`config.mk`:
```
export PLATFORM = sky130hd
export DESIGN_NAME = utf8_to_utf16_transcoder_unit_flat
export DESIGN_NICKNAME = d
export VERILOG_FILES = /design/src/hw/rtl/u8u16_pkg.sv /design/src/hw/rtl/u8u16_in_if.sv /design/src/hw/rtl/u8u16_out_if.sv /design/src/hw/rtl/utf8_to_utf16_transcoder_unit.sv /design/src/hw/rtl/u8u16_decode.sv /design/src/hw/rtl/u8u16_emit.sv /design/src/flat_wrapper.sv
export VERILOG_INCLUDE_DIRS = /design/src /design/src/hw/rtl
export SDC_FILE = /design/constraint.sdc
export NUM_CORES = 1
export LEC_CHECK = 0
export ABC_AREA = 1
export BUFFER_PORTS_ARGS = -buffer_cell sky130_fd_sc_hd__buf_2
export CAP_MARGIN = 20
export CORE_MARGIN = 5
export CORE_UTILIZATION = 56
export CTS_CLUSTER_DIAMETER = 30
export DETAILED_ROUTE_END_ITERATION = 10
export PLACE_DENSITY = 0.83
export SLEW_MARGIN = 30
export SYNTH_ARGS = -nofsm -noshare
export SYNTH_HDL_FRONTEND = slang
export SYNTH_HIERARCHICAL = 1
export SYNTH_SLANG_ARGS = --single-unit
```
`constraint.sdc`:
```
create_clock -name clk -period 7.1 [get_ports clk]
set_input_delay 1.42 -clock clk [delete_from_list [all_inputs] [get_ports clk]]
set_output_delay 1.42 -clock clk [all_outputs]
set_load 0.02 [all_outputs]
```
`src/hw/rtl/utf8_to_utf16_transcoder_unit_macros.svh`:
```
// ----------------------------------------------------------------------------
// UTF-8 to UTF-16 transcoder assertion macros
// Shared property shapes for the transcoder's concurrent checks.
// ----------------------------------------------------------------------------
`ifndef UTF8_TO_UTF16_TRANSCODER_UNIT_MACROS_SVH
`define UTF8_TO_UTF16_TRANSCODER_UNIT_MACROS_SVH

// Same-cycle implication on clk, off while rst_n is low.
`define U8U16_ASSERT_IMP(lbl, ante, cons, msg) \
  lbl: assert property (@(posedge clk) disable iff (!rst_n) (ante) |-> (cons)) \
    else $error(msg);

// Next-cycle implication on clk, off while rst_n is low.
`define U8U16_ASSERT_NXT(lbl, ante, cons, msg) \
  lbl: assert property (@(posedge clk) disable iff (!rst_n) (ante) |=> (cons)) \
    else $error(msg);

`endif

```
`src/hw/rtl/u8u16_pkg.sv`:
```
// ----------------------------------------------------------------------------
// u8u16_pkg
// Types, constants and byte classing for the UTF-8 to UTF-16 transcoder.
// ----------------------------------------------------------------------------
`timescale 1ns / 1ps

package u8u16_pkg;

  localparam int unsigned MaxUnits = 4;

  localparam logic [15:0] REPL_UNIT    = 16'h003F;
  localparam logic [15:0] SURR_HI_BASE = 16'hD800;
  localparam logic [15:0] SURR_LO_BASE = 16'hDC00;
  localparam logic [20:0] SUPP_BASE    = 21'h10000;

  // Numeric values double as the sequence length for the lead kinds.
  typedef enum logic [2:0] {
    KIND_CONT  = 3'd0,
    KIND_ASCII = 3'd1,
    KIND_LEAD2 = 3'd2,
    KIND_LEAD3 = 3'd3,
    KIND_LEAD4 = 3'd4,
    KIND_BAD   = 3'd5
  } byte_kind_t;

  typedef struct packed {
    logic [7:0] lead;
    logic [2:0] seq_len;
    logic [1:0] held_cnt;
    logic [5:0] held0;
    logic [5:0] held1;
  } u8u16_state_t;

  typedef struct packed {
    logic [MaxUnits-1:0][15:0] unit;
    logic [MaxUnits-1:0]       repl;
    logic [2:0]                count;
  } u8u16_burst_t;

  function automatic byte_kind_t classify(input logic [4:0] top);
    byte_kind_t k;
    unique case (top) inside
      [5'd0:5'd15]:  k = KIND_ASCII;
      [5'd16:5'd23]: k = KIND_CONT;
      [5'd24:5'd27]: k = KIND_LEAD2;
      [5'd28:5'd29]: k = KIND_LEAD3;
      5'd30:         k = KIND_LEAD4;
      default:       k = KIND_BAD;
    endcase
    return k;
  endfunction

endpackage

```
`src/hw/rtl/u8u16_in_if.sv`:
```
// ----------------------------------------------------------------------------
// u8u16_in_if
// Byte channel into the transcoder: one UTF-8 byte and its end mark per item.
// ----------------------------------------------------------------------------
`timescale 1ns / 1ps

interface u8u16_in_if;
  logic       valid;
  logic       ready;
  logic [7:0] in_byte;
  logic       end_of_string;

  modport source (output valid, output in_byte, output end_of_string, input ready);
  modport sink   (input valid, input in_byte, input end_of_string, output ready);
endinterface

```
`src/hw/rtl/u8u16_out_if.sv`:
```
// ----------------------------------------------------------------------------
// u8u16_out_if
// Result channel of the transcoder: one UTF-16 code unit per item.
// ----------------------------------------------------------------------------
`timescale 1ns / 1ps

interface u8u16_out_if;
  logic        valid;
  logic        ready;
  logic [15:0] unit;
  logic        is_replacement;
  logic        last_of_run;

  modport source (output valid, output unit, output is_replacement, output last_of_run,
                  input ready);
  modport sink   (input valid, input unit, input is_replacement, input last_of_run,
                  output ready);
endinterface

```
`src/hw/rtl/utf8_to_utf16_transcoder_unit.sv`:
```
// ----------------------------------------------------------------------------
// utf8_to_utf16_transcoder_unit
// Streaming UTF-8 to UTF-16 transcoder, one byte in, zero to four units out.
// ----------------------------------------------------------------------------
// A byte taken on in_ch is held in the input register; it is then decoded
// against the open sequence and, once the result register is free, its units
// are loaded into the result register, from which out_ch offers the first
// unit. Bytes are taken one per cycle while each yields at most one
// unit and out_ch is ready. A byte that yields k units (a surrogate pair, a
// flush of a broken or truncated sequence) occupies the result register until
// all k units are taken, one unit per cycle while out_ch is ready, and holds
// the next byte in the input register until then. Bytes that only extend an
// open sequence yield no units and move on without waiting for the result register.
`timescale 1ns / 1ps
`include "utf8_to_utf16_transcoder_unit_macros.svh"

module utf8_to_utf16_transcoder_unit (
  input  logic        clk,
  input  logic        rst_n,
  u8u16_in_if.sink    in_ch,
  u8u16_out_if.source out_ch
);

  logic                    in_valid_r;
  logic [7:0]              byte_r;
  logic                    eos_r;
  u8u16_pkg::u8u16_state_t st_r;
  u8u16_pkg::u8u16_state_t st_nxt;
  u8u16_pkg::u8u16_burst_t burst;
  logic                    free;
  logic                    move;
  logic                    load;
  logic                    accept;
  logic                    in_valid_nxt;

  u8u16_decode u_decode (
    .st      (st_r),
    .in_byte (byte_r),
    .eos     (eos_r),
    .st_nxt  (st_nxt),
    .burst   (burst)
  );

  u8u16_emit u_emit (
    .clk    (clk),
    .rst_n  (rst_n),
    .load   (load),
    .burst  (burst),
    .free   (free),
    .out_ch (out_ch)
  );

  // a byte with no units moves on regardless of the result register
  assign move        = in_valid_r && ((burst.count == 3'd0) || free);
  assign load        = move && (burst.count != 3'd0);
  assign in_ch.ready = !in_valid_r || move;
  assign accept      = in_ch.valid && in_ch.ready;

  always_comb begin
    in_valid_nxt = in_valid_r;
    if (accept) begin
      in_valid_nxt = 1'b1;
    end else if (move) begin
      in_valid_nxt = 1'b0;
    end
  end

  always_ff @(posedge clk) begin
    if (!rst_n) begin
      in_valid_r <= 1'b0;
      st_r       <= '0;
    end else begin
      in_valid_r <= in_valid_nxt;
      if (move) begin
        st_r <= st_nxt;
      end
    end
  end

  always_ff @(posedge clk) begin
    if (accept) begin
      byte_r <= in_ch.in_byte;
      eos_r  <= in_ch.end_of_string;
    end
  end

  `U8U16_ASSERT_IMP(a_seq_len_legal, 1'b1, (st_r.seq_len == 3'd0) || (st_r.seq_len == 3'd2) || (st_r.seq_len == 3'd3) || (st_r.seq_len == 3'd4), "sequence length out of range")
  `U8U16_ASSERT_IMP(a_held_bound, st_r.seq_len != 3'd0, ({1'b0, st_r.held_cnt} + 3'd1) < st_r.seq_len, "held continuation count too large")
  `U8U16_ASSERT_IMP(a_burst_bound, in_valid_r, burst.count <= 3'd4, "burst longer than four units")
  `U8U16_ASSERT_NXT(a_eos_closes, move && eos_r, st_r.seq_len == 3'd0, "sequence left open after end of string")

endmodule

```
`src/hw/rtl/u8u16_decode.sv`:
```
// ----------------------------------------------------------------------------
// u8u16_decode
// Per-byte decode: next sequence state and the burst of up to four units.
// ----------------------------------------------------------------------------
`timescale 1ns / 1ps

module u8u16_decode (
  input  u8u16_pkg::u8u16_state_t st,
  input  logic [7:0]              in_byte,
  input  logic                    eos,
  output u8u16_pkg::u8u16_state_t st_nxt,
  output u8u16_pkg::u8u16_burst_t burst
);

  u8u16_pkg::byte_kind_t   kind;
  u8u16_pkg::u8u16_state_t st_mid;
  logic [5:0]              pay;
  logic                    is_open;
  logic                    is_cont;
  logic [1:0]              held_cap;
  logic [1:0]              mid_cap;
  logic                    complete;
  logic                    hold;
  logic                    broken;
  logic                    fresh;
  logic [20:0]             cp;
  logic [20:0]             cp_off;
  logic [2:0]              a_cnt;
  logic [2:0]              b_cnt;
  logic [2:0]              c_cnt;
  logic [1:0][15:0]        b_unit;
  logic [1:0]              b_repl;
  logic [2:0]              slot;
  logic [2:0]              rel;

  always_comb begin
    kind     = u8u16_pkg::classify(in_byte[7:3]);
    pay      = in_byte[5:0];
    is_open  = (st.seq_len != 3'd0);
    is_cont  = (kind == u8u16_pkg::KIND_CONT);
    held_cap = (st.held_cnt > 2'd2) ? 2'd2 : st.held_cnt;
    complete = is_open && is_cont && (({1'b0, st.held_cnt} + 3'd2) >= st.seq_len);
    hold     = is_open && is_cont && !complete;
    broken   = is_open && !is_cont;
    fresh    = !is_open || broken;
    a_cnt    = broken ? (3'd1 + {1'b0, held_cap}) : 3'd0;

    // assemble the code point of a finished sequence
    if (st.seq_len == 3'd2) begin
      cp = {10'd0, st.lead[4:0], pay};
    end else if (st.seq_len == 3'd3) begin
      cp = {5'd0, st.lead[3:0], st.held0, pay};
    end else begin
      cp = {st.lead[2:0], st.held0, st.held1, pay};
    end
    cp_off = cp - u8u16_pkg::SUPP_BASE;

    b_cnt  = 3'd0;
    b_unit = '0;
    b_repl = '0;
    st_mid = st;

    if (complete || broken) begin
      st_mid = '0;
    end
    if (hold) begin
      if (st.held_cnt[0]) begin
        st_mid.held1 = pay;
      end else begin
        st_mid.held0 = pay;
      end
      st_mid.held_cnt = st.held_cnt + 2'd1;
    end

    if (complete) begin
      if (cp[20:16] != 5'd0) begin
        b_cnt     = 3'd2;
        b_unit[0] = u8u16_pkg::SURR_HI_BASE + {5'd0, cp_off[20:10]};
        b_unit[1] = u8u16_pkg::SURR_LO_BASE | {6'd0, cp_off[9:0]};
      end else begin
        b_cnt     = 3'd1;
        b_unit[0] = cp[15:0];
      end
    end else if (fresh) begin
      case (kind)
        u8u16_pkg::KIND_ASCII: begin
          b_cnt     = 3'd1;
          b_unit[0] = {8'd0, in_byte};
        end
        u8u16_pkg::KIND_CONT, u8u16_pkg::KIND_BAD: begin
          b_cnt     = 3'd1;
          b_unit[0] = u8u16_pkg::REPL_UNIT;
          b_repl[0] = 1'b1;
        end
        default: begin
          // open a new sequence on a lead byte
          st_mid          = '0;
          st_mid.lead     = in_byte;
          st_mid.seq_len  = kind;
        end
      endcase
    end

    // flush whatever is still open at the end of the string
    mid_cap = (st_mid.held_cnt > 2'd2) ? 2'd2 : st_mid.held_cnt;
    if (eos && (st_mid.seq_len != 3'd0)) begin
      c_cnt  = 3'd1 + {1'b0, mid_cap};
      st_nxt = '0;
    end else begin
      c_cnt  = 3'd0;
      st_nxt = st_mid;
    end

    burst.count = a_cnt + b_cnt + c_cnt;
    for (int i = 0; i < u8u16_pkg::MaxUnits; i++) begin
      slot = 3'(i);
      rel  = slot - a_cnt;
      if ((slot >= a_cnt) && (slot < (a_cnt + b_cnt))) begin
        burst.unit[i] = b_unit[rel[0]];
        burst.repl[i] = b_repl[rel[0]];
      end else begin
        burst.unit[i] = u8u16_pkg::REPL_UNIT;
        burst.repl[i] = 1'b1;
      end
    end
  end

endmodule

```
`src/hw/rtl/u8u16_emit.sv`:
```
// ----------------------------------------------------------------------------
// u8u16_emit
// Result register: holds one burst of units and hands them out one per item.
// ----------------------------------------------------------------------------
`timescale 1ns / 1ps

module u8u16_emit (
  input  logic                    clk,
  input  logic                    rst_n,
  input  logic                    load,
  input  u8u16_pkg::u8u16_burst_t burst,
  output logic                    free,
  u8u16_out_if.source             out_ch
);

  logic [u8u16_pkg::MaxUnits-1:0][15:0] unit_r;
  logic [u8u16_pkg::MaxUnits-1:0]       repl_r;
  logic [2:0]                           cnt_r;
  logic [1:0]                           idx_r;
  logic                                 valid_r;
  logic [1:0]                           idx_nxt;
  logic                                 valid_nxt;
  logic                                 last;
  logic                                 take;

  assign last = ({1'b0, idx_r} == (cnt_r - 3'd1));
  assign take = valid_r && out_ch.ready;
  assign free = !valid_r || (out_ch.ready && last);

  assign out_ch.valid          = valid_r;
  assign out_ch.unit           = unit_r[idx_r];
  assign out_ch.is_replacement = repl_r[idx_r];
  assign out_ch.last_of_run    = last;

  always_comb begin
    idx_nxt   = idx_r;
    valid_nxt = valid_r;
    if (load) begin
      idx_nxt   = 2'd0;
      valid_nxt = 1'b1;
    end else if (take) begin
      // advance within the burst, drop valid after its last unit
      idx_nxt   = idx_r + 2'd1;
      valid_nxt = !last;
    end
  end

  always_ff @(posedge clk) begin
    if (!rst_n) begin
      valid_r <= 1'b0;
      idx_r   <= 2'd0;
    end else begin
      valid_r <= valid_nxt;
      idx_r   <= idx_nxt;
    end
  end

  always_ff @(posedge clk) begin
    if (load) begin
      unit_r <= burst.unit;
      repl_r <= burst.repl;
      cnt_r  <= burst.count;
    end
  end

endmodule
```
`src/flat_wrapper.sv`:
```
// flat-port wrapper written by rule: the top's interface ports become plain ports
module utf8_to_utf16_transcoder_unit_flat 
  (clk, rst_n, in_ch_valid, in_ch_in_byte, in_ch_end_of_string, in_ch_ready, out_ch_valid, out_ch_unit, out_ch_is_replacement, out_ch_last_of_run, out_ch_ready);
  u8u16_in_if in_ch_i ();
  u8u16_out_if out_ch_i ();
  input  logic clk;
  input  logic rst_n;
  input wire logic [$bits(in_ch_i.valid)-1:0] in_ch_valid;
  input wire logic [$bits(in_ch_i.in_byte)-1:0] in_ch_in_byte;
  input wire logic [$bits(in_ch_i.end_of_string)-1:0] in_ch_end_of_string;
  output wire logic [$bits(in_ch_i.ready)-1:0] in_ch_ready;
  output wire logic [$bits(out_ch_i.valid)-1:0] out_ch_valid;
  output wire logic [$bits(out_ch_i.unit)-1:0] out_ch_unit;
  output wire logic [$bits(out_ch_i.is_replacement)-1:0] out_ch_is_replacement;
  output wire logic [$bits(out_ch_i.last_of_run)-1:0] out_ch_last_of_run;
  input wire logic [$bits(out_ch_i.ready)-1:0] out_ch_ready;
  assign in_ch_i.valid = in_ch_valid;
  assign in_ch_i.in_byte = in_ch_in_byte;
  assign in_ch_i.end_of_string = in_ch_end_of_string;
  assign in_ch_ready = in_ch_i.ready;
  assign out_ch_valid = out_ch_i.valid;
  assign out_ch_unit = out_ch_i.unit;
  assign out_ch_is_replacement = out_ch_i.is_replacement;
  assign out_ch_last_of_run = out_ch_i.last_of_run;
  assign out_ch_i.ready = out_ch_ready;
  utf8_to_utf16_transcoder_unit u_core (.clk(clk), .rst_n(rst_n), .in_ch(in_ch_i), .out_ch(out_ch_i));
endmodule
```
==> metrics.md, run 1 <==
| Metric | Value |
|---|---|
| Path depth of the worst reg2reg path | 17 |
| Crit end category | output pin |
| Core ar. | 10800 µm² |
| Initial Util | 56.8% |
| DRT antenna net count | 0 |
| Share of cells above drive strength 1 | 11.3% |
| Crit path from | u_core/st_r[16]$_SDFFE_PN0P_ |
| Worst R2R Start | u_core/st_r[16]$_SDFFE_PN0P_ |
| Worst Hold Depth | 2 |
| Setup violators final | 0 |
| WL per Instance | 16.7 µm |
| Clk_skew | 0.00970 ns |
| Placed cell area | 6150 µm² |
| Final Routed Wirelength | 15100 µm |
| Busiest grt layer | met2 |
| Unrepaired setup endpoints after global routing | false |
| Die X-Extent | 115 µm |
| M2 GR Usage | 39.2% |
| Number of nets in the final layout | 784 |
| Post-Syn Instances | 750 |
| Worst path cell trace | inv_2 -> nand2_1 -> nand2_1 -> ha_1 -> nand2_1 -> nor2_1 -> nor2_2 -> inv_2 -> fa_1 -> inv_1 -> fa_1 -> xor2_1 -> nor2_1 -> nand2_2 -> nand3_1 -> buf_2 |
| R2R Setup Slk | 1.93 ns |
| WP depth | 16 |
| Post-layout min period | 5.88 ns |
| Syn avg cell area | 8.17 µm² |
| H-tree levels | 3 |
| Run status | complete, no violations |
| M1 GR Usage | 32.2% |
| Worst-skew pair later-pin latency | 0.38 ns |
| Area Growth Syn to Fin | 3.51% |
| HP Class | flip-flop to flip-flop |
| Total number of vias | 5201 |
| Worst EP arrival | 4.46 ns |
| DIE AREA | 13100 µm² |
| GPL Wtd Cong | 0.988 |
| TritonRoute pass-1 iters | 6 |
| Hold_buf cts | 0 |
| TritonCTS clock tree | done |
| Warnings, synthesis | 6 |
| Crit path max-delay family | simple AND/OR/NAND/NOR gates |
| Worst EP required | 5.68 ns |
| Max-cap violations | 0 |
| First-pass GRT wire length | 24500 µm |
| Die Y | 115 µm |
| Slew of the pin with the lowest slew margin | 0.909 ns |
| Sink Count | 106 |
| DP HPWL | 10600 µm |
| FF-to-FF End | u_core/u_emit/unit_r[2]$_DFFE_PP_ |
| PD cells | 255 nW/µm² |
| CP max stage cell | fa_1 |
| Met3 GRT Util | 4.23% |
| Vias in the first global route | 4775 |
| Ant. Diodes | 0 |
| DR iter-0 viols | 510 |
| Worst VDD drop | 0.135 mV |
| Root Buffer | clkbuf_8 |
| Worst path most repeated cell | nand2_1 |
| DRC | 0 |
| Hold Violations, Final | 0 |
| Worst setup SP type | flip-flop |
| Row cnt | 38 |
| CTS Buf Count | 9 |
| CP max FO | 13 |
| Crit path capture | in_ch_ready |
| Static Leak | 2.53 nW |
| Critical path's largest stage delay | 0.57 ns |
| Postcts setup bufs | 0 |
| Largest net degree at the start of global routing | 47 |
| Port bufs | 32 |
| Slew Limit Fails | 0 |
| TNS Setup | 0 ns |
| Clock-pin slew on the worst setup and hold paths | 0.11 ns |
| Via density | 5.75 |
| Longest Clk Path Bufs | 2 |
| Finished Cell Area | 6340 µm² |
| Gates resized, CTS repair | 0 |
| Final period util | 82.8% |
| Rel. slew slack | 39.3% |
| Worst path bufs/invs | 4 |
| Class of the most critical setup path | flip-flop to output pin |
| GRT Total Usage | 23.7% |
| Initial antenna violation count | 0 |
| # IOs | 33 |
| FMAX | 170 MHz |
| Gr ovfl total | 0 |
| Cell Area, Synth | 6130 µm² |
## routing by layer
| metal | up-vias | part of all wire, % | wire (µm) |
|---|---|---|---|
| li1 | 2496 | - | - |
| met3 | 42 | 8.5 | 1280 |
| met5 | - | 0 | 0 |
| met4 | 0 | 3.1 | 464 |
| met1 | 2403 | 42 | 6330 |
| met2 | 260 | 47 | 7030 |
## cell type report
| type | count | area (µm²) |
|---|---|---|
| clock buffers | 9 | 124 |
| clock inverters | 7 | 67.6 |
| fillers | 978 | 4450 |
| inverters | 80 | 305 |
| multi-input cells | 524 | 2540 |
| flip-flops and latches | 106 | 2920 |
| well taps | 140 | 175 |
| repair buffers | 38 | 205 |
## where the power goes
group / internal, W / leakage [nW] / switching (W)
Clock: 0.000136 / 0.0940 / 0.000234
Sequential: 0.000751 / 0.951 / 0.0000323
Combinational: 0.000131 / 1.49 / 0.000329
## placed cells by master (no fill, tap or decap), types with 2 or more instances in the layout
cell type,instances
nor2_4,4
nand2_1,151
inv_1,70
nand2_2,7
nor2_1,134
o21ai_2,3
inv_2,9
nor2_2,2
nand3b_1,3
a21oi_1,36
o22ai_1,18
dfxtp_1,26
fa_1,2
o211ai_1,2
buf_4,6
buf_2,32
o21ai_1,23
conb_1,2
clkbuf_8,9
nand2_4,2
xnor2_1,3
edfxtp_1,80
nand4_1,2
inv_6,5
ha_1,10
nand3_1,61
a221oi_1,3
nor3_1,2
o21ai_0,45
## how the worst min path moves through the flow
stage / to / slack, ns / start
floorplan: u_core/st_r[1]$_SDFFE_PN0P_ / 0.45 / u_core/st_r[1]$_SDFFE_PN0P_
global placement: u_core/st_r[8]$_SDFFE_PN0P_ / 0.47 / u_core/st_r[8]$_SDFFE_PN0P_
detailed placement: u_core/st_r[3]$_SDFFE_PN0P_ / 0.48 / u_core/st_r[3]$_SDFFE_PN0P_
CTS: u_core/st_r[3]$_SDFFE_PN0P_ / 0.51 / u_core/st_r[3]$_SDFFE_PN0P_
global route: u_core/st_r[9]$_SDFFE_PN0P_ / 0.54 / u_core/st_r[9]$_SDFFE_PN0P_
finish: u_core/st_r[9]$_SDFFE_PN0P_ / 0.50 / u_core/st_r[9]$_SDFFE_PN0P_
## through the flow
stage,std cells,setup slack [ns],power [W],hold WS [ns],util (%)
after global placement,888,1.82,0.00123,0.465,57.0
after CTS,904,1.27,0.00161,0.505,58.8
after floorplan,751,1.84,0.00116,0.452,-
final,904,1.22,0.00161,0.503,58.8
after detailed placement,888,1.70,0.00125,0.478,57.0
after global routing,904,0.930,0.00171,0.540,58.8
## tightest hold or removal path, stage by stage, from the launching register on
cell	delay (ns)
dfxtp_1	0.34
a21oi_1	0.04
nor2_1	0.09
## sequential cells by signal, indices dropped and copies added, names as in the netlist
signal                      count
u_core/in_valid_r               1
u_core/byte_r                   8
u_core/st_r                    22
u_core/u_emit/cnt_r             3
u_core/eos_r                    1
u_core/u_emit/unit_r           64
u_core/u_emit/out_ch.valid      1
u_core/u_emit/repl_r            4
u_core/u_emit/idx_r             2
Note: power is estimated with default switching activity, not from simulation.
==> inputs of run 2 (changes only) <==
==> constraint.sdc (replaced) <==
create_clock -name clk -period 5.9 [get_ports clk]
set_input_delay 1.18 -clock clk [delete_from_list [all_inputs] [get_ports clk]]
set_output_delay 1.18 -clock clk [all_outputs]
set_load 0.02 [all_outputs]
==> run 2 against run 1 <==
Against the previous run:
- global-route usage down 0.92 points
- clock-buffer cell count increased by 1
- total power increased by 19%
- clock skew is 0.00055 ns lower
- sequential power up 21%
- non-clock buffer count shrank 1
- setup slack worse by 0.87 ns
- combinational power grew 19%
- cell count fell by 0.11%
- largest power group unchanged
- sequential cell count did not move
==> metrics.md, run 2 (synthesis gave the netlist of run 1 again) <==
| Metric | Value |
|---|---|
| Run status | complete, no violations |
| Crit end category | output pin |
| Worst path bufs/invs | 4 |
| Clock Power Share | 22.0% |
| Row cnt | 38 |
| Commonest non-fill, non-tap cell in the layout | nand2_1 |
| Commonest cells after routing, fill and taps aside | nand2_1, nor2_1, edfxtp_1 |
| Port bufs | 32 |
| Unrepaired setup endpoints after global routing | false |
| Worst EP arrival | 4.37 ns |
| FMAX | 180 MHz |
| Root Buffer | clkbuf_8 |
| DIE AREA | 13100 µm² |
| Static Leak | 2.53 nW |
| Flop pwr share | 49.3% |
| Power Total | 0.00191 W |
| PD cells | 302 nW/µm² |
| Max FFs per register | 64 |
| WL per Instance | 16.1 µm |
| # IOs | 33 |
| Setup violators final | 0 |
| HP Class | flip-flop to flip-flop |
| GRT Total Usage | 22.8% |
| Gates resized, CTS repair | 0 |
| Worst path cell trace | inv_2 -> nand2_1 -> nand2_1 -> ha_1 -> nand2_1 -> nor2_1 -> nor2_2 -> inv_2 -> fa_1 -> inv_1 -> fa_1 -> xor2_1 -> nor2_1 -> nand2_2 -> nand3_1 -> buf_2 |
| Placed cell area | 6150 µm² |
| Total number of vias | 5075 |
| Via density | 5.62 |
| Worst path most repeated cell | nand2_1 |
| DR iter-0 viols | 467 |
| H-tree levels | 3 |
| Biggest register | u_core/u_emit/unit_r |
| Critical path's largest stage delay | 0.57 ns |
| Hold_buf cts | 0 |
| Pre-CTS setup slack | 0.786 ns |
| Vias in the first global route | 4637 |
| Worst VDD drop | 0.160 mV |
| TritonRoute pass-1 iters | 5 |
| Initial antenna violation count | 0 |
| CTS Buf Count | 9 |
| DP HPWL | 10500 µm |
| Postcts setup bufs | 0 |
| DRT antenna net count | 0 |
| Fillers | 970 |
| CP max FO | 13 |
| Gr ovfl total | 0 |
| DRC | 0 |
| First-pass GRT wire length | 23500 µm |
| Die Y | 115 µm |
| Largest net degree at the start of global routing | 74 |
| TNS Setup | 0 ns |
| Slew Limit Fails | 0 |
| Fin cells | 903 |
| Number of nets in the final layout | 783 |
| Max-cap violations | 0 |
| Worst setup SP type | flip-flop |
| Hold Violations, Final | 0 |
| Area Growth Syn to Fin | 3.37% |
| Largest registers | u_core/u_emit/unit_r (64), u_core/st_r (22), u_core/byte_r (8) |
| Class of the most critical setup path | flip-flop to output pin |
| Share of cells above drive strength 1 | 11.0% |
| Post-layout min period | 5.55 ns |
| Placed cell count | 887 |
| Clk_skew | 0.00914 ns |
| CP max stage cell | fa_1 |
| Power Internal | 0.00122 W |
| Longest Clk Path Bufs | 2 |
| Rel. slew slack | 62.3% |
| Final period util | 94.1% |
| Clock-pin slew on the worst setup and hold paths | 0.10 ns |
| TritonCTS clock tree | done |
| Sw frac | 36.0% |
| Final Routed Wirelength | 14600 µm |
| Worst-skew pair later-pin latency | 0.37 ns |
| Die X-Extent | 115 µm |
| Flip-flop and latch area | 2920 µm² |
| Finished Cell Area | 6330 µm² |
| Core ar. | 10800 µm² |
| Final worst slack | 0.348 ns |
| Psw | 0.000689 W |
| Gate power share | 28.7% |
| Crit path max-delay family | simple AND/OR/NAND/NOR gates |
| Multi-input logic area | 2540 µm² |
| Ant. Diodes | 0 |
| Worst EP required | 4.72 ns |
| Sink Count | 106 |
| GPL Wtd Cong | 1.01 |
| Slew of the pin with the lowest slew margin | 0.566 ns |
| Initial Util | 56.8% |
run 2: cell types whose count changed in the layout (fill, tap and decap cells not counted), sizes merged:
| cell | previous run | this run |
|---|---|---|
| inv | 84 | 83 |
| clkbuf | 9 | 10 |
| buf | 38 | 37 |
run 2: through the flow:
stage | hold WS, ns | util (%)
finish | 0.496 | 58.7
global route | 0.548 | 58.7
CTS | 0.505 | 58.7
detailed placement | 0.479 | 57.0
global placement | 0.466 | 57.0
floorplan | 0.452 | -
run 2: area by class of cell:
type,instances,share of cell area (%)
sequential,106,46.2
multi-input combinational,524,40.1
inverter,80,4.82
timing repair buffer,37,3.32
tap,140,2.77
clock buffer,10,2.02
clock inverter,6,0.790
run 2: routing by layer:
metal	routed length [µm]	vias to the layer above	global-route usage [%]
met5	0	-	0
met4	561	0	10.5
met3	921	33	3.86
met2	6620	193	35.2
met1	6460	2367	31.4
li1	-	2482	-
run 2: power groups by stage:
stage          Sequential [W]  Clock [W]  Combinational, W
2_1_floorplan        0.000951          0          0.000442
3_3_place_gp         0.000958          0          0.000529
3_5_place_dp         0.000960          0          0.000544
4_1_cts              0.000943   0.000428          0.000546
5_1_grt              0.000952   0.000463          0.000608
6_report             0.000944   0.000420          0.000549
run 2: worst min-delay path, stage by stage, from the launching register on:
cell and delay [ns]:
dfxtp_1 0.34, a21oi_1 0.05, nor2_1 0.08
run 2: worst paths after layout:
check / start / depth (start not counted) / slack (ns) / to
max reg2reg: u_core/st_r[16]$_SDFFE_PN0P_ / 17 / 1.33 / u_core/byte_r[4]$_DFFE_PP_
min: u_core/st_r[1]$_SDFFE_PN0P_ / 2 / 0.50 / u_core/st_r[1]$_SDFFE_PN0P_
max: u_core/st_r[16]$_SDFFE_PN0P_ / 16 / 0.35 / in_ch_ready
min reg2reg: u_core/st_r[1]$_SDFFE_PN0P_ / 2 / 0.50 / u_core/st_r[1]$_SDFFE_PN0P_
